<file path="config.mk">
export PLATFORM = sky130hd
export DESIGN_NAME = dual_down_counter_timer_flat
export DESIGN_NICKNAME = d
export VERILOG_FILES = /design/src/rtl/core/ddct_pkg.sv /design/src/rtl/core/ddct_if.sv /design/src/rtl/core/dual_down_counter_timer.sv /design/src/flat_wrapper.sv
export VERILOG_INCLUDE_DIRS = /design/src /design/src/rtl/core
export SDC_FILE = /design/constraint.sdc
export NUM_CORES = 1
export LEC_CHECK = 0
export BUFFER_PORTS_ARGS = -buffer_cell sky130_fd_sc_hd__buf_4
export CORE_MARGIN = 2
export CORE_UTILIZATION = 40
export CTS_CLUSTER_SIZE = 10
export DETAILED_ROUTE_END_ITERATION = 12
export PLACE_DENSITY_LB_ADDON = 0.3
export SLEW_MARGIN = 20
export SYNTH_ARGS = -nofsm -noshare
export SYNTH_HDL_FRONTEND = slang
export SYNTH_SLANG_ARGS = --single-unit
</file>
<file path="constraint.sdc">
create_clock -name clk_i -period 3.9 [get_ports clk_i]
set_input_delay 0.78 -clock clk_i [delete_from_list [all_inputs] [get_ports clk_i]]
set_output_delay 0.78 -clock clk_i [all_outputs]
set_load 0.03 [all_outputs]
</file>
<file path="src/rtl/core/dual_down_counter_timer_macros.svh">
// ----------------------------------------------------------------------------
// Dual down-counter timer assertion macros
// Shared concurrent assertion shorthands, clocked on clk_i, disabled in reset.
// ----------------------------------------------------------------------------
`ifndef DUAL_DOWN_COUNTER_TIMER_MACROS_SVH
`define DUAL_DOWN_COUNTER_TIMER_MACROS_SVH

// A property that must hold at every clock edge out of reset.
`define DDCT_ASSERT_ON(name, prop, msg) \
  name: assert property (@(posedge clk_i) disable iff (!rst_ni) (prop)) \
    else $error(msg);

// A consequent that must follow whenever the antecedent holds.
`define DDCT_ASSERT_IMPLY(name, ante, cons, msg) \
  name: assert property (@(posedge clk_i) disable iff (!rst_ni) (ante) |-> cons) \
    else $error(msg);

`endif

</file>
<file path="src/rtl/core/ddct_pkg.sv">
// ----------------------------------------------------------------------------
// Dual down-counter timer package
// Widths, command and register codes, control bit positions and helpers.
// ----------------------------------------------------------------------------
package ddct_pkg;

  localparam int unsigned NUM_TIMERS    = 2;
  localparam int unsigned COUNTER_WIDTH = 32;

  localparam int unsigned DATA_W     = 32;
  localparam int unsigned OFFSET_W   = 6;
  localparam int unsigned CMD_W      = 2;
  localparam int unsigned CTRL_W     = 8;
  localparam int unsigned PRESCALE_W = 8;

  // Offset decode: bit 5 picks the timer, bits 4..2 the register.
  localparam int unsigned TIMER_SEL_BIT = 5;
  localparam int unsigned REG_MSB       = 4;
  localparam int unsigned REG_LSB       = 2;

  typedef enum logic [CMD_W-1:0] {
    CMD_TICK  = 2'd0,
    CMD_READ  = 2'd1,
    CMD_WRITE = 2'd2
  } cmd_e;

  typedef enum logic [2:0] {
    REG_LOAD    = 3'd0,
    REG_VALUE   = 3'd1,
    REG_CONTROL = 3'd2,
    REG_INTCLR  = 3'd3,
    REG_RIS     = 3'd4,
    REG_MIS     = 3'd5,
    REG_BGLOAD  = 3'd6
  } reg_e;

  // Control register bit positions.
  localparam int unsigned CTL_ONESHOT  = 0;
  localparam int unsigned CTL_SIZE32   = 1;
  localparam int unsigned CTL_PSC_LSB  = 2;
  localparam int unsigned CTL_PSC_MSB  = 3;
  localparam int unsigned CTL_IE       = 5;
  localparam int unsigned CTL_PERIODIC = 6;
  localparam int unsigned CTL_ENABLE   = 7;

  localparam logic [CTRL_W-1:0] CTL_WRITABLE = 8'hEF;
  localparam logic [CTRL_W-1:0] CTL_RESET    = 8'h20;

  typedef enum logic [1:0] {
    PSC_DIV1   = 2'd0,
    PSC_DIV16  = 2'd1,
    PSC_DIV256 = 2'd2
  } psc_e;

  typedef struct packed {
    logic [CMD_W-1:0]    cmd;
    logic [OFFSET_W-1:0] offset;
    logic [DATA_W-1:0]   write_data;
  } in_item_t;

  typedef struct packed {
    logic [DATA_W-1:0] read_data;
    logic              irq_zero;
    logic              irq_one;
    logic              irq_either;
  } out_item_t;

  // Last prescaler count before the counter steps (divisor less one).
  function automatic logic [PRESCALE_W-1:0] prescale_last(input logic [1:0] code);
    logic [PRESCALE_W-1:0] last;
    case (code)
      PSC_DIV16:  last = 8'd15;
      PSC_DIV256: last = 8'd255;
      default:    last = 8'd0;
    endcase
    return last;
  endfunction

endpackage

</file>
<file path="src/rtl/core/ddct_if.sv">
// ----------------------------------------------------------------------------
// Dual down-counter timer channels
// Valid/ready channels for command items and result items.
// ----------------------------------------------------------------------------
interface ddct_in_if;
  logic                             valid;
  logic                             ready;
  logic [ddct_pkg::CMD_W-1:0]       cmd;
  logic [ddct_pkg::OFFSET_W-1:0]    offset;
  logic [ddct_pkg::DATA_W-1:0]      write_data;

  modport source (output valid, output cmd, output offset, output write_data, input ready);
  modport sink   (input valid, input cmd, input offset, input write_data, output ready);
endinterface

interface ddct_out_if;
  logic                        valid;
  logic                        ready;
  logic [ddct_pkg::DATA_W-1:0] read_data;
  logic                        irq_zero;
  logic                        irq_one;
  logic                        irq_either;

  modport source (output valid, output read_data, output irq_zero, output irq_one,
                  output irq_either, input ready);
  modport sink   (input valid, input read_data, input irq_zero, input irq_one,
                  input irq_either, output ready);
endinterface

</file>
<file path="src/rtl/core/dual_down_counter_timer.sv">
// ----------------------------------------------------------------------------
// Dual down-counter timer
// Path: an accepted item is held in the input register, then its result in the result register.
// Throughput: one item per cycle while the receiver takes results; the timer state update is a single pass.
// Reset: asynchronous; counters all ones, control 0x20, everything else zero but the payload registers.
// ----------------------------------------------------------------------------
`include "dual_down_counter_timer_macros.svh"

module dual_down_counter_timer (
  input  logic       clk_i,
  input  logic       rst_ni,
  ddct_in_if.sink    in_i,
  ddct_out_if.source out_o
);
  import ddct_pkg::*;

  localparam int unsigned CW = COUNTER_WIDTH;

  // Low sixteen bits of the counter, used when the timer is in 16-bit mode.
  localparam logic [CW-1:0] MASK16 = CW'(32'h0000_FFFF);

  // --------------------------------------------------------------------------
  // Handshake and pipeline control.
  // Stage one holds the accepted item. The item is executed against the timer
  // state in the cycle it leaves stage one, and its result lands in the
  // output register. Stage one drains whenever the output register is empty
  // or is being emptied. While a result waits, a new item can still enter an
  // empty stage one; once stage one is occupied as well, the input stalls
  // until the waiting result is taken.
  // --------------------------------------------------------------------------
  logic      s1_valid_q;
  in_item_t  s1_q;
  logic      out_valid_q;
  out_item_t out_q;
  out_item_t out_d;

  logic s1_adv;
  logic in_accept;

  assign s1_adv    = s1_valid_q && (!out_valid_q || out_o.ready);
  assign in_i.ready = !s1_valid_q || s1_adv;
  assign in_accept = in_i.valid && in_i.ready;

  always_ff @(posedge clk_i or negedge rst_ni) begin
    if (!rst_ni) begin
      s1_valid_q  <= 1'b0;
      out_valid_q <= 1'b0;
    end else begin
      if (in_accept) begin
        s1_valid_q <= 1'b1;
      end else if (s1_adv) begin
        s1_valid_q <= 1'b0;
      end
      if (s1_adv) begin
        out_valid_q <= 1'b1;
      end else if (out_o.ready) begin
        out_valid_q <= 1'b0;
      end
    end
  end

  // Payload registers carry no reset.
  always_ff @(posedge clk_i) begin
    if (in_accept) begin
      s1_q.cmd        <= in_i.cmd;
      s1_q.offset     <= in_i.offset;
      s1_q.write_data <= in_i.write_data;
    end
    if (s1_adv) begin
      out_q <= out_d;
    end
  end

  assign out_o.valid      = out_valid_q;
  assign out_o.read_data  = out_q.read_data;
  assign out_o.irq_zero   = out_q.irq_zero;
  assign out_o.irq_one    = out_q.irq_one;
  assign out_o.irq_either = out_q.irq_either;

  // --------------------------------------------------------------------------
  // Decode of the item in stage one.
  // --------------------------------------------------------------------------
  logic       sel;
  logic [2:0] reg_idx;

  assign sel     = s1_q.offset[TIMER_SEL_BIT];
  assign reg_idx = s1_q.offset[REG_MSB:REG_LSB];

  // --------------------------------------------------------------------------
  // Timer state, one set per timer.
  // --------------------------------------------------------------------------
  logic [CW-1:0]         reload_q [NUM_TIMERS];
  logic [CW-1:0]         reload_d [NUM_TIMERS];
  logic [CW-1:0]         count_q  [NUM_TIMERS];
  logic [CW-1:0]         count_d  [NUM_TIMERS];
  logic [CTRL_W-1:0]     ctrl_q   [NUM_TIMERS];
  logic [CTRL_W-1:0]     ctrl_d   [NUM_TIMERS];
  logic                  raw_q    [NUM_TIMERS];
  logic                  raw_d    [NUM_TIMERS];
  logic [PRESCALE_W-1:0] psc_q    [NUM_TIMERS];
  logic [PRESCALE_W-1:0] psc_d    [NUM_TIMERS];
  logic [DATA_W-1:0]     rd_t     [NUM_TIMERS];
  logic                  irq_d    [NUM_TIMERS];

  for (genvar i = 0; i < NUM_TIMERS; i++) begin : g_timer
    localparam logic TSEL = 1'(i);

    logic          hit;
    logic [CW-1:0] mask;
    logic [CW-1:0] cur;
    logic [CW-1:0] dec;
    logic [CW-1:0] rel;

    assign hit  = (sel == TSEL);
    assign mask = ctrl_q[i][CTL_SIZE32] ? {CW{1'b1}} : MASK16;
    assign cur  = count_q[i] & mask;
    assign dec  = cur - CW'(1);
    assign rel  = reload_q[i] & mask;

    // Next state for this timer.
    always_comb begin
      reload_d[i] = reload_q[i];
      count_d[i]  = count_q[i];
      ctrl_d[i]   = ctrl_q[i];
      raw_d[i]    = raw_q[i];
      psc_d[i]    = psc_q[i];
      case (s1_q.cmd)
        CMD_TICK: begin
          if (ctrl_q[i][CTL_ENABLE]) begin
            if (psc_q[i] < prescale_last(ctrl_q[i][CTL_PSC_MSB:CTL_PSC_LSB])) begin
              psc_d[i] = psc_q[i] + PRESCALE_W'(1);
            end else begin
              psc_d[i] = '0;
              if (cur != '0) begin
                // Count down; landing on zero raises the interrupt.
                count_d[i] = dec;
                if (dec == '0) begin
                  raw_d[i] = 1'b1;
                end
              end else if (ctrl_q[i][CTL_ONESHOT]) begin
                // A halted one-shot timer stays put and does not re-arm.
                count_d[i] = count_q[i];
              end else if (ctrl_q[i][CTL_PERIODIC]) begin
                count_d[i] = rel;
                if (rel == '0) begin
                  raw_d[i] = 1'b1;
                end
              end else begin
                // Free-running mode wraps to the largest count of its size.
                count_d[i] = mask;
              end
            end
          end
        end
        CMD_WRITE: begin
          if (hit) begin
            case (reg_idx)
              REG_LOAD: begin
                reload_d[i] = s1_q.write_data[CW-1:0];
                count_d[i]  = s1_q.write_data[CW-1:0];
                psc_d[i]    = '0;
              end
              REG_CONTROL: begin
                ctrl_d[i] = s1_q.write_data[CTRL_W-1:0] & CTL_WRITABLE;
              end
              REG_INTCLR: begin
                raw_d[i] = 1'b0;
              end
              REG_BGLOAD: begin
                reload_d[i] = s1_q.write_data[CW-1:0];
              end
              default: begin
              end
            endcase
          end
        end
        default: begin
        end
      endcase
    end

    // Read data from this timer, zero when the item is not a read of it.
    always_comb begin
      rd_t[i] = '0;
      if ((s1_q.cmd == CMD_READ) && hit) begin
        case (reg_idx)
          REG_LOAD, REG_BGLOAD: rd_t[i] = DATA_W'(reload_q[i]);
          REG_VALUE:            rd_t[i] = DATA_W'(cur);
          REG_CONTROL:          rd_t[i] = DATA_W'(ctrl_q[i]);
          REG_RIS:              rd_t[i] = DATA_W'(raw_q[i]);
          REG_MIS:              rd_t[i] = DATA_W'(raw_q[i] & ctrl_q[i][CTL_IE]);
          default:              rd_t[i] = '0;
        endcase
      end
    end

    assign irq_d[i] = raw_d[i] & ctrl_d[i][CTL_IE];

    always_ff @(posedge clk_i or negedge rst_ni) begin
      if (!rst_ni) begin
        reload_q[i] <= '0;
        count_q[i]  <= {CW{1'b1}};
        ctrl_q[i]   <= CTL_RESET;
        raw_q[i]    <= 1'b0;
        psc_q[i]    <= '0;
      end else if (s1_adv) begin
        reload_q[i] <= reload_d[i];
        count_q[i]  <= count_d[i];
        ctrl_q[i]   <= ctrl_d[i];
        raw_q[i]    <= raw_d[i];
        psc_q[i]    <= psc_d[i];
      end
    end
  end

  // --------------------------------------------------------------------------
  // Result assembly. Only the addressed timer drives nonzero read data, so
  // the per-timer values are simply ORed. The interrupt outputs reflect the
  // state after this item has been applied.
  // --------------------------------------------------------------------------
  logic [DATA_W-1:0] rd_all;
  logic              irq_one_d;

  always_comb begin
    rd_all = '0;
    for (int unsigned k = 0; k < NUM_TIMERS; k++) begin
      rd_all = rd_all | rd_t[k];
    end
  end

  if (NUM_TIMERS > 1) begin : g_irq_one
    assign irq_one_d = irq_d[NUM_TIMERS-1];
  end else begin : g_no_irq_one
    assign irq_one_d = 1'b0;
  end

  always_comb begin
    out_d.read_data  = rd_all;
    out_d.irq_zero   = irq_d[0];
    out_d.irq_one    = irq_one_d;
    out_d.irq_either = irq_d[0] | irq_one_d;
  end

  // --------------------------------------------------------------------------
  // Assertions.
  // --------------------------------------------------------------------------
  `DDCT_ASSERT_IMPLY(a_load_sets_count,
    s1_adv && (s1_q.cmd == CMD_WRITE) && (reg_idx == REG_LOAD) && (sel == 1'b0),
    ##1 (count_q[0] == $past(s1_q.write_data[CW-1:0])),
    "Load write did not set the timer zero count")
  `DDCT_ASSERT_IMPLY(a_state_holds_when_stalled, !s1_adv,
    ##1 ($stable(count_q[0]) && $stable(ctrl_q[0]) && $stable(raw_q[0])),
    "Timer state changed without an item being executed")
  `DDCT_ASSERT_ON(a_reserved_ctrl_bit_zero, ctrl_q[0][4] == 1'b0,
    "Reserved control bit became set")
  `DDCT_ASSERT_IMPLY(a_ready_when_empty, !out_valid_q, in_i.ready,
    "Input stalled although the result register is empty")

endmodule

</file>
<file path="src/flat_wrapper.sv">
// flat-port wrapper written by rule: the top's interface ports become plain ports
module dual_down_counter_timer_flat import ddct_pkg::*;
  (clk_i, rst_ni, in_i_valid, in_i_cmd, in_i_offset, in_i_write_data, in_i_ready, out_o_valid, out_o_read_data, out_o_irq_zero, out_o_irq_one, out_o_irq_either, out_o_ready);
  ddct_in_if in_i_i ();
  ddct_out_if out_o_i ();
  input  logic clk_i;
  input  logic rst_ni;
  input wire logic [$bits(in_i_i.valid)-1:0] in_i_valid;
  input wire logic [$bits(in_i_i.cmd)-1:0] in_i_cmd;
  input wire logic [$bits(in_i_i.offset)-1:0] in_i_offset;
  input wire logic [$bits(in_i_i.write_data)-1:0] in_i_write_data;
  output wire logic [$bits(in_i_i.ready)-1:0] in_i_ready;
  output wire logic [$bits(out_o_i.valid)-1:0] out_o_valid;
  output wire logic [$bits(out_o_i.read_data)-1:0] out_o_read_data;
  output wire logic [$bits(out_o_i.irq_zero)-1:0] out_o_irq_zero;
  output wire logic [$bits(out_o_i.irq_one)-1:0] out_o_irq_one;
  output wire logic [$bits(out_o_i.irq_either)-1:0] out_o_irq_either;
  input wire logic [$bits(out_o_i.ready)-1:0] out_o_ready;
  assign in_i_i.valid = in_i_valid;
  assign in_i_i.cmd = in_i_cmd;
  assign in_i_i.offset = in_i_offset;
  assign in_i_i.write_data = in_i_write_data;
  assign in_i_ready = in_i_i.ready;
  assign out_o_valid = out_o_i.valid;
  assign out_o_read_data = out_o_i.read_data;
  assign out_o_irq_zero = out_o_i.irq_zero;
  assign out_o_irq_one = out_o_i.irq_one;
  assign out_o_irq_either = out_o_i.irq_either;
  assign out_o_i.ready = out_o_ready;
  dual_down_counter_timer u_core (.clk_i(clk_i), .rst_ni(rst_ni), .in_i(in_i_i), .out_o(out_o_i));
endmodule
</file>
==> impl_metrics.tcl, run 1 <==
set metrics [dict create \
    synth-edff-count 73 \
    final_nets 1586 \
    global_route_wire_length_before_repair_um 69700 \
    hpwl_after_dpl_um 31300 \
    syn-instance-count 1492 \
    timing.critical_path.from_type "flip-flop" \
    post_synth_instance_area_um2 14000 \
    dr_total_vias 12400 \
    setup.worst_path.class "flip-flop to flip-flop" \
    final_hold_viol_count 0 \
    post-route-min-period_ns 3.51 \
    max-vdd-ir-drop_v 0.000394 \
    period_share 0.899 \
    start_util 0.406 \
    drtAntennaViolNets 0 \
    layout-drive-gt1-share 0.216 \
    finish.cell_count_without_fillers 1994 \
    die_height_um 191 \
    drc 0 \
    power.density_nw_per_um2 568 \
    seqPwrFrac 0.419 \
    drt_pre_antenna_iters 6 \
    finalSetupViolations 0 \
    global_route.overflow_total 0 \
    power.switching_fraction 0.378 \
    gate_power_share 0.326 \
    antenna_found_initial 0 \
    cts-resized-gates 0 \
    share_clk_of_total_power 0.254 \
    dieArea_um2 36600 \
    power.static_leakage_uw 0.00596 \
    std_cell_rows 68 \
    postSynthRegisterBits 235 \
    synth_seq_area_share 0.451 \
    grt_max_degree 64 \
    outcome "finished, final reports clean" \
    cts.path.max_buffers 3 \
    floorplan.die.width_um 191 \
    io_buffer_count 78 \
    timing.hold.worst.class "primary input to async pin" \
    rsz0062_at_grt "no" \
    clk-insertion-delay-late_ns 0.56 \
    antenna_cells_inserted 0 \
    p_sw_uw 3410 \
    critical_path.reg2reg.endpoint "u_core.out_o.irq_zero" \
    path_clk_slew_ns 0.06 \
    synth-async-reset-ratio 0.689 \
    gp_congestion 0.894 \
    reg2regPathDepth 9 \
    flow.area_growth_from_synthesis_pct 13.5 \
    intPower_uw 5620 \
    fillers 3319 \
    worst_path_arrival_time_ns 3.79 \
    total_number_of_clock_tree_sinks 235 \
    route.final.wire_length_um 44900 \
    required_ns 4.18 \
    drv_slew 0 \
    slew_headroom 0.327 \
    placement.setup.worst_slack_ns 0.485 \
    max_clock_freq_ghz 0.285 \
    critical_path.reg2reg.startpoint "u_core.count_q[41]" \
    average_footprint_of_a_synthesized_cell_um2 9.41 \
    global_route_usage_over_all_layers 0.245 \
    tritoncts "done" \
    fin_worst_skew_ns 0.0258 \
    h-tree-depth 1 \
    place_inst 1944 \
    mappedNetlistNets 1560 \
    cts-buffers-inserted 27 \
    detail_route.iter0.violations 1265 \
    core_area_um2 34500 \
    first_global_vias 11600 \
    endpoint_kind "flip-flop" \
    cts_root_buffer "sky130_fd_sc_hd__clkbuf_16" \
    cap_viol_max_count 0 \
    ys.flop_type "sky130_fd_sc_hd__dfrtp_1" \
    wl_per_cell_um 22.5 \
    ys.warnings.count 0 \
    post_cts_buffers 0 \
    final_area_um2 15900 \
    place_area_um2 15100 \
    tightestPinTransition_ns 1.01 \
    r2r_setup_slack_ns 0.39 \
    netlist-cell-type-count 77 \
    io-pin-count 81 \
    worstPathMaxFanout 8 \
    timing.setup.tns_ns 0 \
    viasPerCell 6.22 \
    postCtsHoldBufs 0 \
    final.setup.worst_slack_ns 0.393 \
]
==> sequential cells by signal, summed over array words and instances (netlist names) <==
| name | flops |
|---|---|
| u_core.count_q | 64 |
| u_core.ctrl_q | 14 |
| u_core.g_timer.hit | 1 |
| u_core.out_o.irq_either | 1 |
| u_core.out_o.irq_one | 1 |
| u_core.out_o.irq_zero | 1 |
| u_core.out_o.read_data | 32 |
| u_core.out_o.valid | 1 |
| u_core.psc_q | 16 |
| u_core.raw_q | 2 |
| u_core.reg_idx | 3 |
| u_core.reload_q | 64 |
| u_core.s1_q | 34 |
| u_core.s1_valid_q | 1 |
==> cell families (layout without fill, tap and decap cells) <==
family | count (synthesis) | in the layout | synth area share
AO/OA/AOI/OAI | 500 | 500 | 0.230
XOR/XNOR | 28 | 28 | 0.0175
adder cells (fa/ha/maj) | 24 | 24 | 0.0214
buffers and inverters | 164 | 211 | 0.0460
flip-flops | 235 | 235 | 0.451
multiplexers | 93 | 93 | 0.0728
AND/OR/NAND/NOR | 448 | 448 | 0.162
==> how the worst max path moves through the flow <==
| stage | slack (ns) | from | to |
|---|---|---|---|
| finish | 0.39 | u_core.count_q[41] | u_core.out_o.irq_zero |
| floorplan | 0.65 | out_o_ready | u_core.reload_q[55] |
| detailed placement | 0.48 | u_core.count_q[7] | u_core.out_o.irq_either |
| CTS | 0.47 | u_core.count_q[7] | u_core.out_o.irq_either |
| global placement | 0.50 | u_core.count_q[7] | u_core.out_o.irq_either |
| global route | 0.27 | u_core.count_q[32] | u_core.out_o.irq_zero |
==> final cells by class <==
class	instances	area, um2	share of cell area
Timing Repair Buffer	131	1040	0.0651
Multi-Input combinational cell	1093	7100	0.446
Tap cell	455	569	0.0357
Sequential cell	235	6330	0.397
Clock buffer	49	768	0.0482
Clock inverter	1	8.76	0.000550
Inverter	30	113	0.00707
==> worst max-delay path: stages, from the launching register on <==
cell and delay (ns):
sky130_fd_sc_hd__dfstp_2 0.40, sky130_fd_sc_hd__nor3_1 0.48, sky130_fd_sc_hd__nand4_1 0.47, sky130_fd_sc_hd__nor2_1 0.36
sky130_fd_sc_hd__and3_1 0.37, sky130_fd_sc_hd__a2111o_1 0.31, sky130_fd_sc_hd__nor4_1 0.09, sky130_fd_sc_hd__buf_4 0.16
sky130_fd_sc_hd__a211oi_1 0.47, sky130_fd_sc_hd__nor2_1 0.11
==> cells in the final DEF (no fill, tap or decap), drive strengths merged, types with 31 or more instances in the layout <==
master  count
o31ai      31
a21oi      73
inv        31
nor4       34
a211oi     37
nand2     129
edfxtp     73
nor2       81
a22oi      59
o22ai      34
o21ai     156
dfrtp      96
nand3      45
dfstp      66
mux2       73
clkbuf     49
buf       131
nor3       53
==> stage by stage <==
stage               utilization  total power (uW)  hold WS, ns
finish                    0.461              9040        0.140
floorplan                     -              5680        0.457
detailed placement        0.439              6700        0.489
global placement          0.439              6650        0.480
CTS                       0.461              9040        0.122
global route              0.461              9570        0.140
==> power by group through the flow <==
stage | sequential [uW] | clock [uW] | combinational, uW
2_1_floorplan | 3440 | 0 | 2230
3_3_place_gp | 3780 | 0 | 2860
3_5_place_dp | 3800 | 0 | 2910
4_1_cts | 3760 | 2360 | 2930
5_1_grt | 3840 | 2450 | 3280
6_report | 3790 | 2300 | 2950
==> layer usage <==
layer,vias up,GRT usage,part of all wire,wire (um)
li1,5699,-,-,-
met1,6138,0.350,0.44,19900
met2,504,0.388,0.46,20600
met3,65,0.0352,0.069,3080
met4,0,0.0663,0.027,1190
met5,-,0,0,0
==> cells in the mapped netlist (all sizes together), types with 17 or more instances <==
master    n  share of area
o31ai    31          0.017
clkbuf  110          0.030
a31oi    17         0.0076
nand2   129          0.035
inv      30         0.0080
o22ai    34          0.016
dfrtp    96           0.17
xnor2    18          0.011
a22oi    59          0.032
ha       24          0.021
mux2     73          0.059
nor2     81          0.022
nand3    45          0.016
nor3     53          0.020
a21oi    73          0.026
o21ai   156          0.056
a211oi   37          0.020
dfstp    66           0.12
edfxtp   73           0.16
nand2b   19         0.0085
nor4     34          0.017
buf      24         0.0085
mux2i    20          0.014
Power figures use the tool's default switching activity.
==> run 2: changes to the inputs <==
Settings changed: CORE_UTILIZATION 40 to 62.
==> impl_metrics.tcl, run 2 (same netlist as run 1, synthesis figures left out) <==
set metrics [dict create \
    worst_path_arrival_time_ns 4.00 \
    final_hold_viol_count 0 \
    drt_pre_antenna_iters 6 \
    timing.setup.tns_ns 0 \
    endpoint_kind "flip-flop" \
    std_cell_rows 55 \
    drtAntennaViolNets 0 \
    fin_worst_skew_ns 0.0221 \
    timing.critical_path.from_type "flip-flop" \
    cts-buffers-inserted 28 \
    io_buffer_count 78 \
    drc 0 \
    cts.path.max_buffers 3 \
    max-vdd-ir-drop_v 0.000515 \
    seqPwrFrac 0.414 \
    grt_max_degree 89 \
    place_area_um2 14900 \
    antenna_cells_inserted 0 \
    setup.worst_path.class "flip-flop to flip-flop" \
    intPower_uw 5690 \
    drv_slew 0 \
    tritoncts "done" \
    io-pin-count 81 \
    final.setup.worst_slack_ns 0.288 \
    gp_congestion 1.00 \
    max_clock_freq_ghz 0.277 \
    layout-drive-gt1-share 0.213 \
    place_inst 1765 \
    multiInputGateArea_um2 7100 \
    post-route-min-period_ns 3.61 \
    p_sw_uw 3460 \
    clk-insertion-delay-late_ns 0.55 \
    die_height_um 154 \
    global_route_wire_length_before_repair_um 68300 \
    start_util 0.626 \
    cap_viol_max_count 0 \
    layout.cells.most_common "sky130_fd_sc_hd__o21ai_0" \
    most-common-layout-cells "154 x sky130_fd_sc_hd__o21ai_0, 128 x sky130_fd_sc_hd__nand2_1, 115 x sky130_fd_sc_hd__buf_4" \
    largestRegisters "u_core.count_q: 64 flops, u_core.reload_q: 64 flops, u_core.s1_q: 34 flops" \
    tightestPinTransition_ns 1.01 \
    period_share 0.926 \
    share_clk_of_total_power 0.263 \
    final_nets 1578 \
    global_route_usage_over_all_layers 0.362 \
    timing.hold.worst.class "primary input to async pin" \
    gate_power_share 0.323 \
    global_route.overflow_total 0 \
    wl_per_cell_um 24.1 \
    dieArea_um2 23900 \
    top_layer "met4" \
    finalSetupViolations 0 \
    final_area_um2 15700 \
    dr_wl_met3_um 4210 \
    dr_total_vias 12800 \
    ff_latch_area_um2 6330 \
    worst_hold_slack_ns 0.282 \
    slew_headroom 0.323 \
    worstPathMaxFanout 9 \
    first_global_vias 12000 \
    h-tree-depth 1 \
    hpwl_after_dpl_um 30000 \
    viasPerCell 7.07 \
    fillers 1680 \
    wl_met2_um 20200 \
    flow.area_growth_from_synthesis_pct 12.1 \
    antenna_found_initial 0 \
    placement.setup.worst_slack_ns 0.272 \
    power.density_nw_per_um2 581 \
    post_route_m1_wl_um 16900 \
    power.static_leakage_uw 0.00596 \
    core_area_um2 22400 \
    cts_root_buffer "sky130_fd_sc_hd__clkbuf_16" \
    required_ns 4.29 \
    power.switching_fraction 0.378 \
    path_clk_slew_ns 0.05 \
    postCtsHoldBufs 0 \
    route.final.wire_length_um 43800 \
    total_number_of_clock_tree_sinks 235 \
    floorplan.die.width_um 154 \
    finish.cell_count_without_fillers 1817 \
    outcome "finished, final reports clean" \
    rsz0062_at_grt "no" \
    detail_route.iter0.violations 1564 \
]
## run 2: layer usage
layer / GRT usage / vias up
met5: 0 / -
met4: 0.165 / 0
met3: 0.0521 / 150
met2: 0.577 / 836
met1: 0.496 / 6174
li1: - / 5686
## run 2: repair_timing
item / CTS / global route
gates resized for setup: 0 / 1
buffers inserted: 0 / 0
setup endpoints to repair: 0 / 2
## run 2: power groups by stage
stage / clock [uW] / sequential, uW / combinational, uW
after floorplan: 0 / 3440 / 2230
after global placement: 0 / 3750 / 2800
after detailed placement: 0 / 3770 / 2870
after CTS: 2430 / 3740 / 2900
after global routing: 2520 / 3820 / 3260
final: 2400 / 3780 / 2960
## run 2: critical path: stages, from the launching register on
cell and delay [ns]:
sky130_fd_sc_hd__dfstp_2 0.40, sky130_fd_sc_hd__inv_1 0.12, sky130_fd_sc_hd__ha_1 0.35, sky130_fd_sc_hd__or3b_2 0.55, sky130_fd_sc_hd__nor3b_1 0.23, sky130_fd_sc_hd__o21ai_0 0.10
sky130_fd_sc_hd__a2111oi_0 0.49, sky130_fd_sc_hd__o2111ai_1 0.19, sky130_fd_sc_hd__nor4_1 0.61, sky130_fd_sc_hd__a211oi_1 0.26, sky130_fd_sc_hd__nor2_1 0.17
## run 2: worst paths after layout
check / endpoint / cells after the start / from / slack [ns]
hold / removal: u_core.reload_q[25] / 1 / rst_ni / 0.28
min in group clk_i: u_core.s1_q[15] / 1 / in_i_write_data[15] / 0.41
max in group asynchronous: u_core.count_q[21] / 2 / rst_ni / 2.61
hold reg to reg: u_core.count_q[28] / 2 / u_core.count_q[28] / 0.51
setup / recovery: u_core.out_o.irq_zero / 10 / u_core.count_q[33] / 0.29
setup reg to reg: u_core.out_o.irq_zero / 10 / u_core.count_q[33] / 0.29
## run 2: metrics by stage
stage / utilization / total power, uW
finish: 0.701 / 9140
global route: 0.701 / 9600
CTS: 0.701 / 9070
detailed placement: 0.664 / 6640
global placement: 0.664 / 6540
floorplan: - / 5680
## run 2: area by class of cell
cell class / instances / area share
sequential: 235 / 0.402
inverter: 30 / 0.00716
tap: 285 / 0.0227
timing repair buffer: 122 / 0.0632
clock buffer: 50 / 0.0517
multi-input combinational: 1093 / 0.452
clock inverter: 2 / 0.00135
